$ cat config.mk
export PLATFORM = sky130hd
export DESIGN_NAME = nearest_rectangle_locator_unit
export DESIGN_NICKNAME = d
export VERILOG_FILES = /design/src/rtl/core/nrl_pkg.sv /design/src/rtl/core/nrl_front.sv /design/src/rtl/core/nrl_back.sv /design/src/rtl/core/nearest_rectangle_locator_unit.sv
export SDC_FILE = /design/constraint.sdc
export NUM_CORES = 2
export LEC_CHECK = 0
export BUFFER_PORTS_ARGS = -buffer_cell sky130_fd_sc_hd__buf_4
export CAP_MARGIN = 20
export CORE_UTILIZATION = 62
export CTS_CLUSTER_DIAMETER = 120
export DETAILED_ROUTE_END_ITERATION = 10
export HOLD_SLACK_MARGIN = 0.05
export MAX_ROUTING_LAYER = met4
export PLACE_DENSITY = 0.89
export SETUP_SLACK_MARGIN = 0.4
export SYNTH_ARGS = -nofsm -noshare
export SYNTH_HDL_FRONTEND = slang
export SYNTH_SLANG_ARGS = --single-unit
$ cat constraint.sdc
create_clock -name clk -period 9.79 [get_ports clk]
set_clock_uncertainty 0.2 [all_clocks]
set_input_delay 1.4685 -clock clk [delete_from_list [all_inputs] [get_ports clk]]
set_output_delay 1.4685 -clock clk [all_outputs]
set_load 0.02 [all_outputs]
$ cat src/rtl/core/nrl_pkg.sv
// Shared types, command and status codes for the nearest rectangle locator.
package nrl_pkg;

	localparam int MAX_RECTS_DEF = 16;

	localparam logic [1:0] CMD_CLEAR  = 2'd0;
	localparam logic [1:0] CMD_APPEND = 2'd1;
	localparam logic [1:0] CMD_POINT  = 2'd2;
	localparam logic [1:0] CMD_EDGE   = 2'd3;

	localparam logic [1:0] STATUS_OK        = 2'd0;
	localparam logic [1:0] STATUS_FULL      = 2'd1;
	localparam logic [1:0] STATUS_BAD_INDEX = 2'd2;

	typedef struct packed {
		logic [1:0]         command;
		logic signed [15:0] pos_x;
		logic signed [15:0] pos_y;
		logic [14:0]        size_w;
		logic [14:0]        size_h;
		logic [3:0]         entry_select;
	} request_t;

	typedef struct packed {
		logic [1:0] status;
		logic [3:0] found_index;
		logic       is_leftmost;
		logic       is_rightmost;
		logic       is_topmost;
		logic       is_bottommost;
	} response_t;

	typedef struct packed {
		logic signed [15:0] x;
		logic signed [15:0] y;
		logic [14:0]        w;
		logic [14:0]        h;
	} rect_t;

	typedef struct packed {
		logic [1:0] cmd;
		rect_t      rect;
		logic [3:0] sel;
	} op_t;

endpackage

$ cat src/rtl/core/nrl_front.sv
// Front end: takes requests, decodes them into operations, queues them for the back end.
module nrl_front (
	input  logic              clk,
	input  logic              arst_n,
	input  logic              push,
	output logic              full,
	input  nrl_pkg::request_t request,
	output logic              op_valid,
	output nrl_pkg::op_t      op,
	input  logic              op_take
);
	import nrl_pkg::*;

	localparam int DEPTH = 2;
	localparam int PW    = $clog2(DEPTH);
	localparam int FW    = $clog2(DEPTH + 1);

	op_t           slot_q [DEPTH];
	logic [PW-1:0] wr_ptr_q;
	logic [PW-1:0] rd_ptr_q;
	logic [FW-1:0] fill_q;
	op_t           dec;
	logic          do_push;
	logic          do_pop;

	// decode: point the rectangle fields at the request, size only matters for append
	always_comb begin
		dec.cmd    = request.command;
		dec.rect.x = request.pos_x;
		dec.rect.y = request.pos_y;
		dec.rect.w = (request.command == CMD_APPEND) ? request.size_w : '0;
		dec.rect.h = (request.command == CMD_APPEND) ? request.size_h : '0;
		dec.sel    = (request.command == CMD_EDGE) ? request.entry_select : '0;
	end

	assign full     = (fill_q == FW'(DEPTH));
	assign op_valid = (fill_q != '0);
	assign op       = slot_q[rd_ptr_q];
	assign do_push  = push && !full;
	assign do_pop   = op_take && op_valid;

	always_ff @(posedge clk) begin
		if (do_push) begin
			slot_q[wr_ptr_q] <= dec;
		end
	end

	always_ff @(posedge clk or negedge arst_n) begin
		if (!arst_n) begin
			wr_ptr_q <= '0;
			rd_ptr_q <= '0;
			fill_q   <= '0;
		end else begin
			if (do_push) begin
				wr_ptr_q <= wr_ptr_q + PW'(1);
			end
			if (do_pop) begin
				rd_ptr_q <= rd_ptr_q + PW'(1);
			end
			if (do_push && !do_pop) begin
				fill_q <= fill_q + FW'(1);
			end else if (do_pop && !do_push) begin
				fill_q <= fill_q - FW'(1);
			end
		end
	end

endmodule

$ cat src/rtl/core/nrl_back.sv
// Back end: rectangle table, walk over stored entries and the response queue.
module nrl_back #(
	parameter int MAX_RECTS = nrl_pkg::MAX_RECTS_DEF
) (
	input  logic               clk,
	input  logic               arst_n,
	input  logic               op_valid,
	input  nrl_pkg::op_t       op,
	output logic               op_take,
	output logic               empty,
	input  logic               pop,
	output nrl_pkg::response_t response
);
	import nrl_pkg::*;

	localparam int IW    = (MAX_RECTS > 1) ? $clog2(MAX_RECTS) : 1;
	localparam int CW    = $clog2(MAX_RECTS + 1);
	localparam int ODEPTH = 2;
	localparam int OPW   = $clog2(ODEPTH);
	localparam int OFW   = $clog2(ODEPTH + 1);

	localparam logic [2:0] S_IDLE  = 3'd0;
	localparam logic [2:0] S_SEL   = 3'd1;
	localparam logic [2:0] S_WALK  = 3'd2;
	localparam logic [2:0] S_DRAIN = 3'd3;
	localparam logic [2:0] S_DONE  = 3'd4;

	function automatic logic [16:0] axis_gap(input logic signed [15:0] p,
		input logic signed [15:0] s, input logic [14:0] n);
		logic signed [17:0] p18;
		logic signed [17:0] s18;
		logic signed [17:0] e18;
		logic signed [17:0] g;
		p18 = $signed({{2{p[15]}}, p});
		s18 = $signed({{2{s[15]}}, s});
		e18 = s18 + $signed({3'b000, n});
		if (p18 < s18) begin
			g = s18 - p18;
		end else if (p18 < e18) begin
			g = '0;
		end else begin
			g = p18 - e18 + 18'sd1;
		end
		return g[16:0];
	endfunction

	// table and control
	rect_t              mem [MAX_RECTS];
	rect_t              rd_q;
	logic [2:0]         state_q;
	op_t                op_q;
	logic [CW-1:0]      count_q;
	logic [IW-1:0]      idx_q;
	logic [1:0]         status_q;
	logic signed [17:0] m_x0_q, m_x1_q, m_y0_q, m_y1_q;

	// walk pipeline
	logic               v_s1, v_s2, v_s3;
	logic [IW-1:0]      idx_s1, idx_s2, idx_s3;
	logic [16:0]        gx_s2, gy_s2;
	logic               inside_s2, inside_s3;
	logic [3:0]         clr_s2;
	logic [32:0]        sqx_s3, sqy_s3;

	// accumulators
	logic               hit_q;
	logic               best_v_q;
	logic [IW-1:0]      best_idx_q;
	logic [33:0]        best_d_q;
	logic [3:0]         flags_q;

	// response queue
	response_t          oslot_q [ODEPTH];
	logic [OPW-1:0]     owr_q, ord_q;
	logic [OFW-1:0]     ofill_q;

	logic               cnt_full, sel_bad, walk_last, pipe_busy, out_full;
	logic               rd_en, mem_we, res_push, res_pop;
	logic [IW-1:0]      rd_addr;
	logic [16:0]        gx_d, gy_d;
	logic signed [17:0] ix0, ix1, iy0, iy1;
	logic               rows, cols, skip;
	logic [3:0]         clr_d;
	logic [33:0]        dsum;
	response_t          res_d;

	assign cnt_full  = (count_q == CW'(MAX_RECTS));
	assign sel_bad   = ({{CW{1'b0}}, op.sel} >= {4'b0000, count_q});
	assign walk_last = ((CW'(idx_q) + CW'(1)) == count_q);
	assign pipe_busy = v_s1 || v_s2 || v_s3;
	assign out_full  = (ofill_q == OFW'(ODEPTH));

	assign op_take  = (state_q == S_IDLE) && op_valid;
	assign mem_we   = op_take && (op.cmd == CMD_APPEND) && !cnt_full;
	assign rd_en    = (op_take && (op.cmd == CMD_EDGE) && !sel_bad) || (state_q == S_WALK);
	assign rd_addr  = (state_q == S_IDLE) ? IW'(op.sel) : idx_q;
	assign res_push = (state_q == S_DONE) && !out_full;
	assign res_pop  = pop && !empty;

	always_ff @(posedge clk) begin
		if (mem_we) begin
			mem[count_q[IW-1:0]] <= op.rect;
		end
		if (rd_en) begin
			rd_q <= mem[rd_addr];
		end
	end

	// per-entry work on the read data
	always_comb begin
		gx_d = axis_gap(op_q.rect.x, rd_q.x, rd_q.w);
		gy_d = axis_gap(op_q.rect.y, rd_q.y, rd_q.h);
		ix0  = $signed({{2{rd_q.x[15]}}, rd_q.x});
		iy0  = $signed({{2{rd_q.y[15]}}, rd_q.y});
		ix1  = ix0 + $signed({3'b000, rd_q.w});
		iy1  = iy0 + $signed({3'b000, rd_q.h});
		rows = ((iy0 >= m_y0_q) && (iy0 < m_y1_q)) || ((iy1 > m_y0_q) && (iy1 <= m_y1_q));
		cols = ((ix0 >= m_x0_q) && (ix0 < m_x1_q)) || ((ix1 > m_x0_q) && (ix1 <= m_x1_q));
		skip = (idx_s1 == IW'(op_q.sel));
		clr_d = skip ? 4'b0000 : {rows && (ix0 < m_x0_q), rows && (ix1 > m_x1_q),
			cols && (iy0 < m_y0_q), cols && (iy1 > m_y1_q)};
		dsum = {1'b0, sqx_s3} + {1'b0, sqy_s3};
	end

	always_comb begin
		res_d.status        = status_q;
		res_d.found_index   = (op_q.cmd == CMD_POINT) ? 4'(best_idx_q) : 4'd0;
		res_d.is_leftmost   = (op_q.cmd == CMD_EDGE) && flags_q[3];
		res_d.is_rightmost  = (op_q.cmd == CMD_EDGE) && flags_q[2];
		res_d.is_topmost    = (op_q.cmd == CMD_EDGE) && flags_q[1];
		res_d.is_bottommost = (op_q.cmd == CMD_EDGE) && flags_q[0];
	end

	// payload registers
	always_ff @(posedge clk) begin
		if (op_take) begin
			op_q <= op;
		end
		if (state_q == S_SEL) begin
			m_x0_q <= $signed({{2{rd_q.x[15]}}, rd_q.x});
			m_y0_q <= $signed({{2{rd_q.y[15]}}, rd_q.y});
			m_x1_q <= $signed({{2{rd_q.x[15]}}, rd_q.x}) + $signed({3'b000, rd_q.w});
			m_y1_q <= $signed({{2{rd_q.y[15]}}, rd_q.y}) + $signed({3'b000, rd_q.h});
		end
		idx_s1    <= idx_q;
		idx_s2    <= idx_s1;
		idx_s3    <= idx_s2;
		gx_s2     <= gx_d;
		gy_s2     <= gy_d;
		inside_s2 <= (gx_d == '0) && (gy_d == '0);
		clr_s2    <= clr_d;
		inside_s3 <= inside_s2;
		sqx_s3    <= 33'(gx_s2) * 33'(gx_s2);
		sqy_s3    <= 33'(gy_s2) * 33'(gy_s2);
		if (v_s3 && (op_q.cmd == CMD_POINT) && !hit_q && !inside_s3 &&
			(!best_v_q || (dsum < best_d_q))) begin
			best_d_q <= dsum;
		end
		if (res_push) begin
			oslot_q[owr_q] <= res_d;
		end
	end

	// sequencer
	always_ff @(posedge clk or negedge arst_n) begin
		if (!arst_n) begin
			state_q    <= S_IDLE;
			count_q    <= '0;
			idx_q      <= '0;
			status_q   <= STATUS_OK;
			v_s1       <= 1'b0;
			v_s2       <= 1'b0;
			v_s3       <= 1'b0;
			hit_q      <= 1'b0;
			best_v_q   <= 1'b0;
			best_idx_q <= '0;
			flags_q    <= 4'b1111;
		end else begin
			v_s1 <= (state_q == S_WALK);
			v_s2 <= v_s1;
			v_s3 <= v_s2;

			if (v_s2 && (op_q.cmd == CMD_EDGE)) begin
				flags_q <= flags_q & ~clr_s2;
			end
			if (v_s3 && (op_q.cmd == CMD_POINT) && !hit_q) begin
				if (inside_s3) begin
					hit_q      <= 1'b1;
					best_idx_q <= idx_s3;
				end else if (!best_v_q || (dsum < best_d_q)) begin
					best_v_q   <= 1'b1;
					best_idx_q <= idx_s3;
				end
			end

			unique case (state_q)
				S_IDLE: begin
					if (op_valid) begin
						status_q   <= STATUS_OK;
						idx_q      <= '0;
						hit_q      <= 1'b0;
						best_v_q   <= 1'b0;
						best_idx_q <= '0;
						flags_q    <= 4'b1111;
						unique case (op.cmd)
							CMD_CLEAR: begin
								count_q <= '0;
								state_q <= S_DONE;
							end
							CMD_APPEND: begin
								if (cnt_full) begin
									status_q <= STATUS_FULL;
								end else begin
									count_q <= count_q + CW'(1);
								end
								state_q <= S_DONE;
							end
							CMD_POINT: begin
								state_q <= (count_q == '0) ? S_DONE : S_WALK;
							end
							default: begin
								if (sel_bad) begin
									status_q <= STATUS_BAD_INDEX;
									state_q  <= S_DONE;
								end else begin
									state_q <= S_SEL;
								end
							end
						endcase
					end
				end
				S_SEL: begin
					state_q <= S_WALK;
				end
				S_WALK: begin
					idx_q <= idx_q + IW'(1);
					if (walk_last) begin
						state_q <= S_DRAIN;
					end
				end
				S_DRAIN: begin
					if (!pipe_busy) begin
						state_q <= S_DONE;
					end
				end
				S_DONE: begin
					if (!out_full) begin
						state_q <= S_IDLE;
					end
				end
				default: begin
					state_q <= S_IDLE;
				end
			endcase
		end
	end

	// response queue
	assign empty    = (ofill_q == '0);
	assign response = oslot_q[ord_q];

	always_ff @(posedge clk or negedge arst_n) begin
		if (!arst_n) begin
			owr_q   <= '0;
			ord_q   <= '0;
			ofill_q <= '0;
		end else begin
			if (res_push) begin
				owr_q <= owr_q + OPW'(1);
			end
			if (res_pop) begin
				ord_q <= ord_q + OPW'(1);
			end
			if (res_push && !res_pop) begin
				ofill_q <= ofill_q + OFW'(1);
			end else if (res_pop && !res_push) begin
				ofill_q <= ofill_q - OFW'(1);
			end
		end
	end

endmodule

$ cat src/rtl/core/nearest_rectangle_locator_unit.sv
// Top level of the nearest rectangle locator: request queue, front end and back end.
//
// Usage notes:
// - Request side looks like a queue: drive request and push; a request is taken on a
//   clock edge with push high and full low. Commands: clear, append rectangle,
//   point query, edge query.
// - Response side looks like a queue: while empty is low the oldest response sits on
//   response; it is taken on an edge with pop high.
// - The front end decodes requests into a two-entry queue; the back end runs one
//   request at a time against a single-port rectangle memory (one read per cycle).
// - Back end steps per request: clear and append go straight to the done state; a point
//   query walks the N stored rectangles, one entry per cycle, drains the walk pipeline
//   and then finishes; an edge query first reads the selected entry, then does the same.
// - An idle back end takes a pushed request in the cycle right after the push edge.
// - Reset empties both queues and the table count; table contents are not cleared,
//   and entries at or beyond the count are never read.
// - When the receiver stalls, up to two responses are held, then the back end waits
//   and the request queue fills and raises full; nothing is dropped.
module nearest_rectangle_locator_unit #(
	parameter int MAX_RECTS = nrl_pkg::MAX_RECTS_DEF
) (
	input  logic               clk,
	input  logic               arst_n,
	input  logic               push,
	output logic               full,
	input  nrl_pkg::request_t  request,
	output logic               empty,
	input  logic               pop,
	output nrl_pkg::response_t response
);
	import nrl_pkg::*;

	op_t  op;
	logic op_valid;
	logic op_take;

	// request decode and queue
	nrl_front u_front (
		.clk      (clk),
		.arst_n   (arst_n),
		.push     (push),
		.full     (full),
		.request  (request),
		.op_valid (op_valid),
		.op       (op),
		.op_take  (op_take)
	);

	// table, walker and response queue
	nrl_back #(
		.MAX_RECTS (MAX_RECTS)
	) u_back (
		.clk      (clk),
		.arst_n   (arst_n),
		.op_valid (op_valid),
		.op       (op),
		.op_take  (op_take),
		.empty    (empty),
		.pop      (pop),
		.response (response)
	);

endmodule

Yosys cells after proc, flatten, opt, wreduce, memory -nomap -nowiden
Memories as Yosys holds them, arrays and structs flattened. A register that Yosys moved wholly into a read port is not among the register bits.
Cells that the tools add are included.
{"block": "totals", "memories": 3, "elab_cells": 219, "ff_bits": 291, "mem_bits_rw": 1148, "in_bits": 72}
{"memory": "u_back.mem", "depth": 16, "word_bits": 62, "rd": 1, "rd_clocked_by_memory_dff": 1, "wr": 1, "line_no": "nrl_back.sv:48", "source": "rect_t mem [MAX_RECTS];"}
{"memory": "u_front.slot_q", "depth": 2, "word_bits": 68, "rd": 1, "rd_clocked_by_memory_dff": 0, "wr": 1, "line_no": "nrl_front.sv:18", "source": "op_t slot_q [DEPTH];"}
{"memory": "u_back.oslot_q", "depth": 2, "word_bits": 10, "rd": 1, "rd_clocked_by_memory_dff": 0, "wr": 1, "line_no": "nrl_back.sv:73", "source": "response_t oslot_q [ODEPTH];"}
{"block": "classes", "n_eq_ne": 21, "n_mul": 2, "mux": 51, "n_reduce_logical": 66, "add_sub_neg": 20, "magnitude_cmp": 18, "bitwise_logic": 2}
{"operator": "less-than comparator 16 x 17 -> 1 bit", "n": 4}
{"operator": "two-way mux 17 bit", "n": 4}
{"operator": "multiplier 17 x 17 -> 33 bit", "n": 2}
{"operator": "less-than comparator 16 bit", "n": 4}
{"operator": "two-way mux 4 bit", "n": 12}
{"operator": "adder 16 x 16 -> 17 bit", "n": 2}
{"operator": "adder 17 x 2 -> 17 bit (second input constant)", "n": 2}
{"operator": "adder 33 x 33 -> 34 bit", "n": 1}
{"operator": "greater-than comparator 17 x 16 -> 1 bit", "n": 2}
{"operator": "greater-than comparator 17 bit", "n": 2}
{"operator": "less-or-equal comparator 17 bit", "n": 2}
{"operator": "zero test 17 bit", "n": 2}
{"operator": "less-than comparator 34 bit", "n": 1}
{"operator": "subtractor 16 x 16 -> 17 bit", "n": 2}
{"operator": "subtractor 16 x 17 -> 17 bit", "n": 2}
{"operator": ">= comparator 16 bit", "n": 2}
{"operator": "logical AND 1 bit", "n": 31}
{"operator": "two-way mux 15 bit", "n": 2}
{"operator": "two-way mux 3 bit", "n": 6}
{"operator": "two-way mux 1 bit", "n": 16}
{"operator": "one-hot mux 3 bit (5 select lines)", "n": 1}
{"operator": "== test 2 bit (second input constant)", "n": 7}
{"operator": "zero test 1 bit", "n": 12}
{"operator": "two-way mux 2 bit", "n": 5}
{"operator": "other kinds (31)", "n": 54}

Logic depth before layout (Yosys ltp)
{"block": "logic_depth", "depth_word": 8, "depth_mapped": 26}

Modules after synthesis
Synthesis repeated with hierarchy kept, for this count alone.
{"block": "hier_totals", "cells_unflattened": 5796, "area_unflattened_um2": 81171.6}
{"module": "nrl_back", "area_per_inst_um2": 75793.9, "cells_each": 5527, "instances": 1}
{"module": "nrl_front", "area_per_inst_um2": 5377.7, "cells_each": 269, "instances": 1}

Worst setup path before layout
No wires, ideal clock.
{"block": "synth_timing", "path_kind": "reg2reg", "start": "register u_back.state_q[2]", "end": "memory u_back.mem[2][0] (netlist bit), enable pin", "period_less_slack_ns": 7.169, "path_buffers": 1, "t_required_ns": 9.032, "t_arrival_ns": 6.411, "path_slack_ns": 2.621, "path_stages_with_launch": 8, "cell_sequence": "dfrtp_1 -> clkbuf_1 -> nor3_1 -> o21ai_1 -> or2_2 -> nor2_1 -> nand2_1 -> nor3_1"}
{"block": "synth_via", "elab_chain_len": 6}
{"item": "from (decl)", "line_no": "nrl_back.sv:50", "source": "logic [2:0] state_q;"}
{"item": "from (signal assigned)", "line_no": "nrl_back.sv:219", "source": "state_q <= (count_q == '0) ? S_DONE : S_WALK;"}
{"item": "zero test 3 bit", "line_no": "nrl_back.sv:93", "source": "assign op_take = (state_q == S_IDLE) && op_valid;"}
{"item": "logical AND 1 bit", "line_no": "nrl_back.sv:93"}
{"item": "logical AND 1 bit (2 in series)", "line_no": "nrl_back.sv:94", "source": "assign mem_we = op_take && (op.cmd == CMD_APPEND) && !cnt_full;"}
{"item": "two-way mux 1 bit", "line_no": "nrl_back.sv:101", "source": "if (mem_we) begin"}
{"item": "two-way mux 1 bit (implied by the code)", "line_no": "nrl_back.sv:102", "source": "mem[count_q[IW-1:0]] <= op.rect;"}
{"item": "to (decl)", "line_no": "nrl_back.sv:48"}
Every way passes these cells.

Final worst setup path
{"block": "layout_timing", "start": "register u_back.ix0[0] (netlist name)", "end": "register u_back.inside_s2"}
{"block": "layout_via", "elab_chain_len": 7, "word_cells_on_any_way": 10}
{"item": "adder 16 x 16 -> 17 bit *"}
{"item": "named net u_back.ix1[12]", "line_no": "nrl_back.sv:81", "source": "logic signed [17:0] ix0, ix1, iy0, iy1;"}
{"item": "subtractor 16 x 17 -> 17 bit", "line_no": "nrl_back.sv:42", "source": "g = p18 - e18 + 18'sd1;"}
{"item": "adder 17 x 2 -> 17 bit", "line_no": "nrl_back.sv:42"}
{"item": "two-way mux 17 bit *", "line_no": "nrl_back.sv:39", "source": "end else if (p18 < e18) begin"}
{"item": "two-way mux 17 bit *", "line_no": "nrl_back.sv:37", "source": "if (p18 < s18) begin"}
{"item": "named net u_back.gx_d[16]", "line_no": "nrl_back.sv:80", "source": "logic [16:0] gx_d, gy_d;"}
{"item": "zero test 17 bit *", "line_no": "nrl_back.sv:150", "source": "inside_s2 <= (gx_d == '0) && (gy_d == '0);"}
{"item": "logical AND 1 bit *", "line_no": "nrl_back.sv:150"}
{"item": "to (signal assigned)", "line_no": "nrl_back.sv:150"}
{"item": "to (decl)", "line_no": "nrl_back.sv:61", "source": "logic inside_s2, inside_s3;"}
Mark *: on every way through the listed nets, which the timed path passes. The rest lies on a longest branch.
A chain may end at the register's enable or synchronous reset.

==> summary by stage <==
Global routing
Global routing used 31.1% of the available tracks. The number of antenna violations at the first check in global routing came to 2. The pin count of the biggest net entering global routing is 142. The total overflow left after global routing is 0.

The number of global-route vias before repair is 50,700. The wire length of the first global-routing pass is 298 mm.

Synth
The fraction of registers with async set or reset after synthesis is 2.33%. The cell count after synthesis came out at 5,731. The synthesized design spends more area on one cell type than any other, namely sky130_fd_sc_hd__edfxtp_1. The most frequently used flop master after synthesis is sky130_fd_sc_hd__edfxtp_1.

Summing the sequential cell areas from Yosys gives 53.9% of the chip area. Sorting the synthesized cells by area gives the leading types as sky130_fd_sc_hd__edfxtp_1 (50%), sky130_fd_sc_hd__fa_1 (9.9%), sky130_fd_sc_hd__ha_1 (8.5%). The synthesized area is 81,000 sq um. The count of flip-flops with a built-in enable after synthesis is 1,348. The count of different cell masters after synthesis is 82. The count of warnings emitted by yosys is 0. The average footprint of a synthesized cell is 14.1 sq um. Counting every net in the synthesized netlist gives 6,756. Counting flops and latches in the post-synthesis netlist gives 1,499.

The top cell type by area accounts for 49.9% of the synthesized area.

Clock tree
The quantity of hold-fixing buffers added after cts is 0. Clock tree synthesis selected as its root buffer the cell sky130_fd_sc_hd__clkbuf_16. The tree built by TritonCTS fans out to 1,499 sinks. The clock tree from TritonCTS is done.

The clock-pin slew reported for the worst setup and hold paths after clock tree synthesis is 0.06 ns. The number of setup buffers added after CTS is 0. The clock reaches the later pin of the worst-skew pair after 0.81 ns.

CTS built an H-tree with a depth of 4. The longest clock path from root to sink contains 3 buffers. The number of buffers added by the clock tree synthesis step is 147.

The number of gates resized after CTS was 0.

Detailed routing
The number of DRC violations after detailed-routing iteration 0 is 5,598. The first detailed-routing pass ran for 6 iterations. For this run, design rule violations remaining after detail routing come to 0. Summed over all layers, the routed wires come to 199 mm. The count of nets left with antenna violations once routing finished came out at 0. The wire length per cell after detailed routing is 25.8 um.

The routed layout has 48,900 vias. The detailed-route vias per instance is 6.34.

Setup path
At the worst endpoint, the required time is 10.27 ns. By startpoint and endpoint, the worst setup path is classified as flip-flop to flip-flop. The worst register-to-register path begins at u_back.ix0[0]. The startpoint of the most critical setup path is u_back.ix0[0]. The element type at the critical path end is a flip-flop. The worst setup path is launched from a flip-flop. Along the worst path, the maximum fanout reaches 4. For the worst setup path, the data arrival time is 7.95 ns.

Cells and area
Of the cells placed in the final design, the portion with a size suffix greater than 1 is 12.2%. Counting the fill cells in the layout gives 8,167. The net count of the finished layout is 6,872. The growth of design area from synthesis to finish is 9.40%. The repair_antennas step left the layout with diodes totalling 0.

Floorplan
The number of top-level pins is 84. The floorplan step set the die width to 364 um. The die covers 132,000 sq um. After floorplanning, the core was divided into 132 placement rows. The area inside the core boundary is 130,000 sq um. The die height is 364 um. For this configuration, the core starts out at a cell density of 62.5%.

Min path
In this run the worst hold path is classified as flip-flop to flip-flop. The beginning of the worst hold path is u_back.idx_s2[2].

Timing
The final count of pins violating max slew is 0. The number of endpoints failing setup at the final stage is 0. For the final routed database, the setup TNS stands at 0 ns. For the pin with the worst max-slew slack, the measured transition is 1.20 ns. The peak clock frequency supported by timing is 134 MHz. After layout, the minimum clock period comes to 7.46 ns. The final clock period utilization by the worst path is 76.2%.

Hold timing on the final database bottoms out at a slack of 0.121 ns. Setup repair after global routing left no endpoint under its margin. The worst slew margin relative to its limit is 20.3%. The number of failing hold endpoints at the final stage is 0.

Placement
The congestion estimate from routability-driven global placement came to 0.985. Port buffering added 83 buffers. The detailed placement HPWL is 121 mm.

Outcome
The flow ran to the end, and the final reports show no timing, DRC or antenna violations.

Run
The total of max-cap violations is 0.
-- final timing paths --
kind | endpoint | slack (ns) | cells past startpoint
setup / recovery | u_back.inside_s2 | 2.33 | 22
hold reg to reg | u_back.idx_s3[2] | 0.12 | 0
hold / removal | u_back.idx_s3[2] | 0.12 | 0
min in group asynchronous | u_back.idx_q[2] | 0.45 | 1
max in group asynchronous | u_front.rd_ptr_q | 8.56 | 1
setup reg to reg | u_back.inside_s2 | 2.33 | 22
-- through the flow --
stage	instances	cell area (sq um)	setup slack, ns	utilization (%)
2_1_floorplan	5731	81000	2.62	-
3_3_place_gp	7436	83800	2.81	64.6
3_5_place_dp	7436	83800	2.72	64.6
4_1_cts	7705	88600	2.68	68.3
5_1_grt	7709	88700	2.09	68.4
6_report	7709	88700	2.33	68.4
-- synthesized netlist by cell type (110+ instances only) --
library cell                  n
sky130_fd_sc_hd__edfxtp_1  1348
sky130_fd_sc_hd__inv_1      795
sky130_fd_sc_hd__ha_1       551
sky130_fd_sc_hd__fa_1       402
sky130_fd_sc_hd__nand2_1    277
sky130_fd_sc_hd__mux4_2     248
sky130_fd_sc_hd__a21oi_1    218
sky130_fd_sc_hd__nor2_1     162
sky130_fd_sc_hd__and2_1     158
sky130_fd_sc_hd__xnor2_1    144
sky130_fd_sc_hd__clkbuf_1   129
sky130_fd_sc_hd__dfxtp_1    116
sky130_fd_sc_hd__nor2b_1    110
-- worst max-delay path, stage by stage (launching register included) --
cell and delay (ns):
sky130_fd_sc_hd__edfxtp_1 0.45, sky130_fd_sc_hd__ha_1 0.28, sky130_fd_sc_hd__fa_1 0.46, sky130_fd_sc_hd__a21o_1 0.22
sky130_fd_sc_hd__a21oi_1 0.29, sky130_fd_sc_hd__o21bai_1 0.15, sky130_fd_sc_hd__a21oi_1 0.33, sky130_fd_sc_hd__o21bai_1 0.13
sky130_fd_sc_hd__a211o_1 0.35, sky130_fd_sc_hd__a2111oi_0 0.90, sky130_fd_sc_hd__nor2_1 0.17, sky130_fd_sc_hd__xnor2_1 0.44
sky130_fd_sc_hd__inv_1 0.15, sky130_fd_sc_hd__ha_1 0.33, sky130_fd_sc_hd__ha_1 0.22, sky130_fd_sc_hd__or3_1 0.41
sky130_fd_sc_hd__a211oi_1 0.30, sky130_fd_sc_hd__o31ai_1 0.12, sky130_fd_sc_hd__a21oi_1 0.19, sky130_fd_sc_hd__xnor2_1 0.17
sky130_fd_sc_hd__o31ai_1 0.12, sky130_fd_sc_hd__or4_1 0.72, sky130_fd_sc_hd__nor4_2 0.25
-- placed cells by master, fill, tap and decap left out, types with 144 or more instances in the layout --
cell,count
sky130_fd_sc_hd__ha_1,551
sky130_fd_sc_hd__edfxtp_1,1348
sky130_fd_sc_hd__inv_1,794
sky130_fd_sc_hd__fa_1,402
sky130_fd_sc_hd__nand2_1,277
sky130_fd_sc_hd__a21oi_1,218
sky130_fd_sc_hd__mux4_2,248
sky130_fd_sc_hd__xnor2_1,144
sky130_fd_sc_hd__clkbuf_16,150
sky130_fd_sc_hd__nor2_1,149
sky130_fd_sc_hd__and2_1,158
-- flip-flops by register name, indices dropped and copies added (netlist names), 20 cells and up --
name,cells
u_back.sqx_s3,32
u_front.slot_q,136
u_back.oslot_q,20
u_back.op_q,38
u_back.best_d_q,34
u_back.mem,992
u_back.sqy_s3,32
u_back.rd_q,30
-- per-layer routing --
| metal | global-route usage, % | part of all wire [%] | vias to the layer above |
|---|---|---|---|
| met3 | 4.88 | 9.0 | 637 |
| met5 | - | 0 | - |
| met1 | 39.0 | 37 | 24500 |
| li1 | - | - | 20800 |
| met2 | 50.0 | 49 | 2992 |
| met4 | 14.9 | 5.2 | 0 |
-- logic make-up after synthesis --
logic type                 count (synthesis)  share of synthesized area [%]
muxes                                    399                           8.88
and+or+nand+nor                          991                           6.26
DFF                                     1499                           53.9
buffers and inverters                    963                           4.52
xor gates and xnor gates                 204                           2.20
adders and majority gates                953                           18.4
AOI/OAI and AO/OA                        722                           5.80
-- cell type report --
cell class	instances	area (sq um)	area share (%)
multi-input cells	3269	33900	38.2
clock buffers	188	3940	4.44
inverters	795	2980	3.37
flip-flops and latches	1499	43700	49.3
well taps	1742	2180	2.46
clock inverters	81	851	0.960
repair buffers	135	1130	1.27
Power is not shown: default switching activity piles up to over one toggle a cycle in this logic, so the estimate is an artifact.
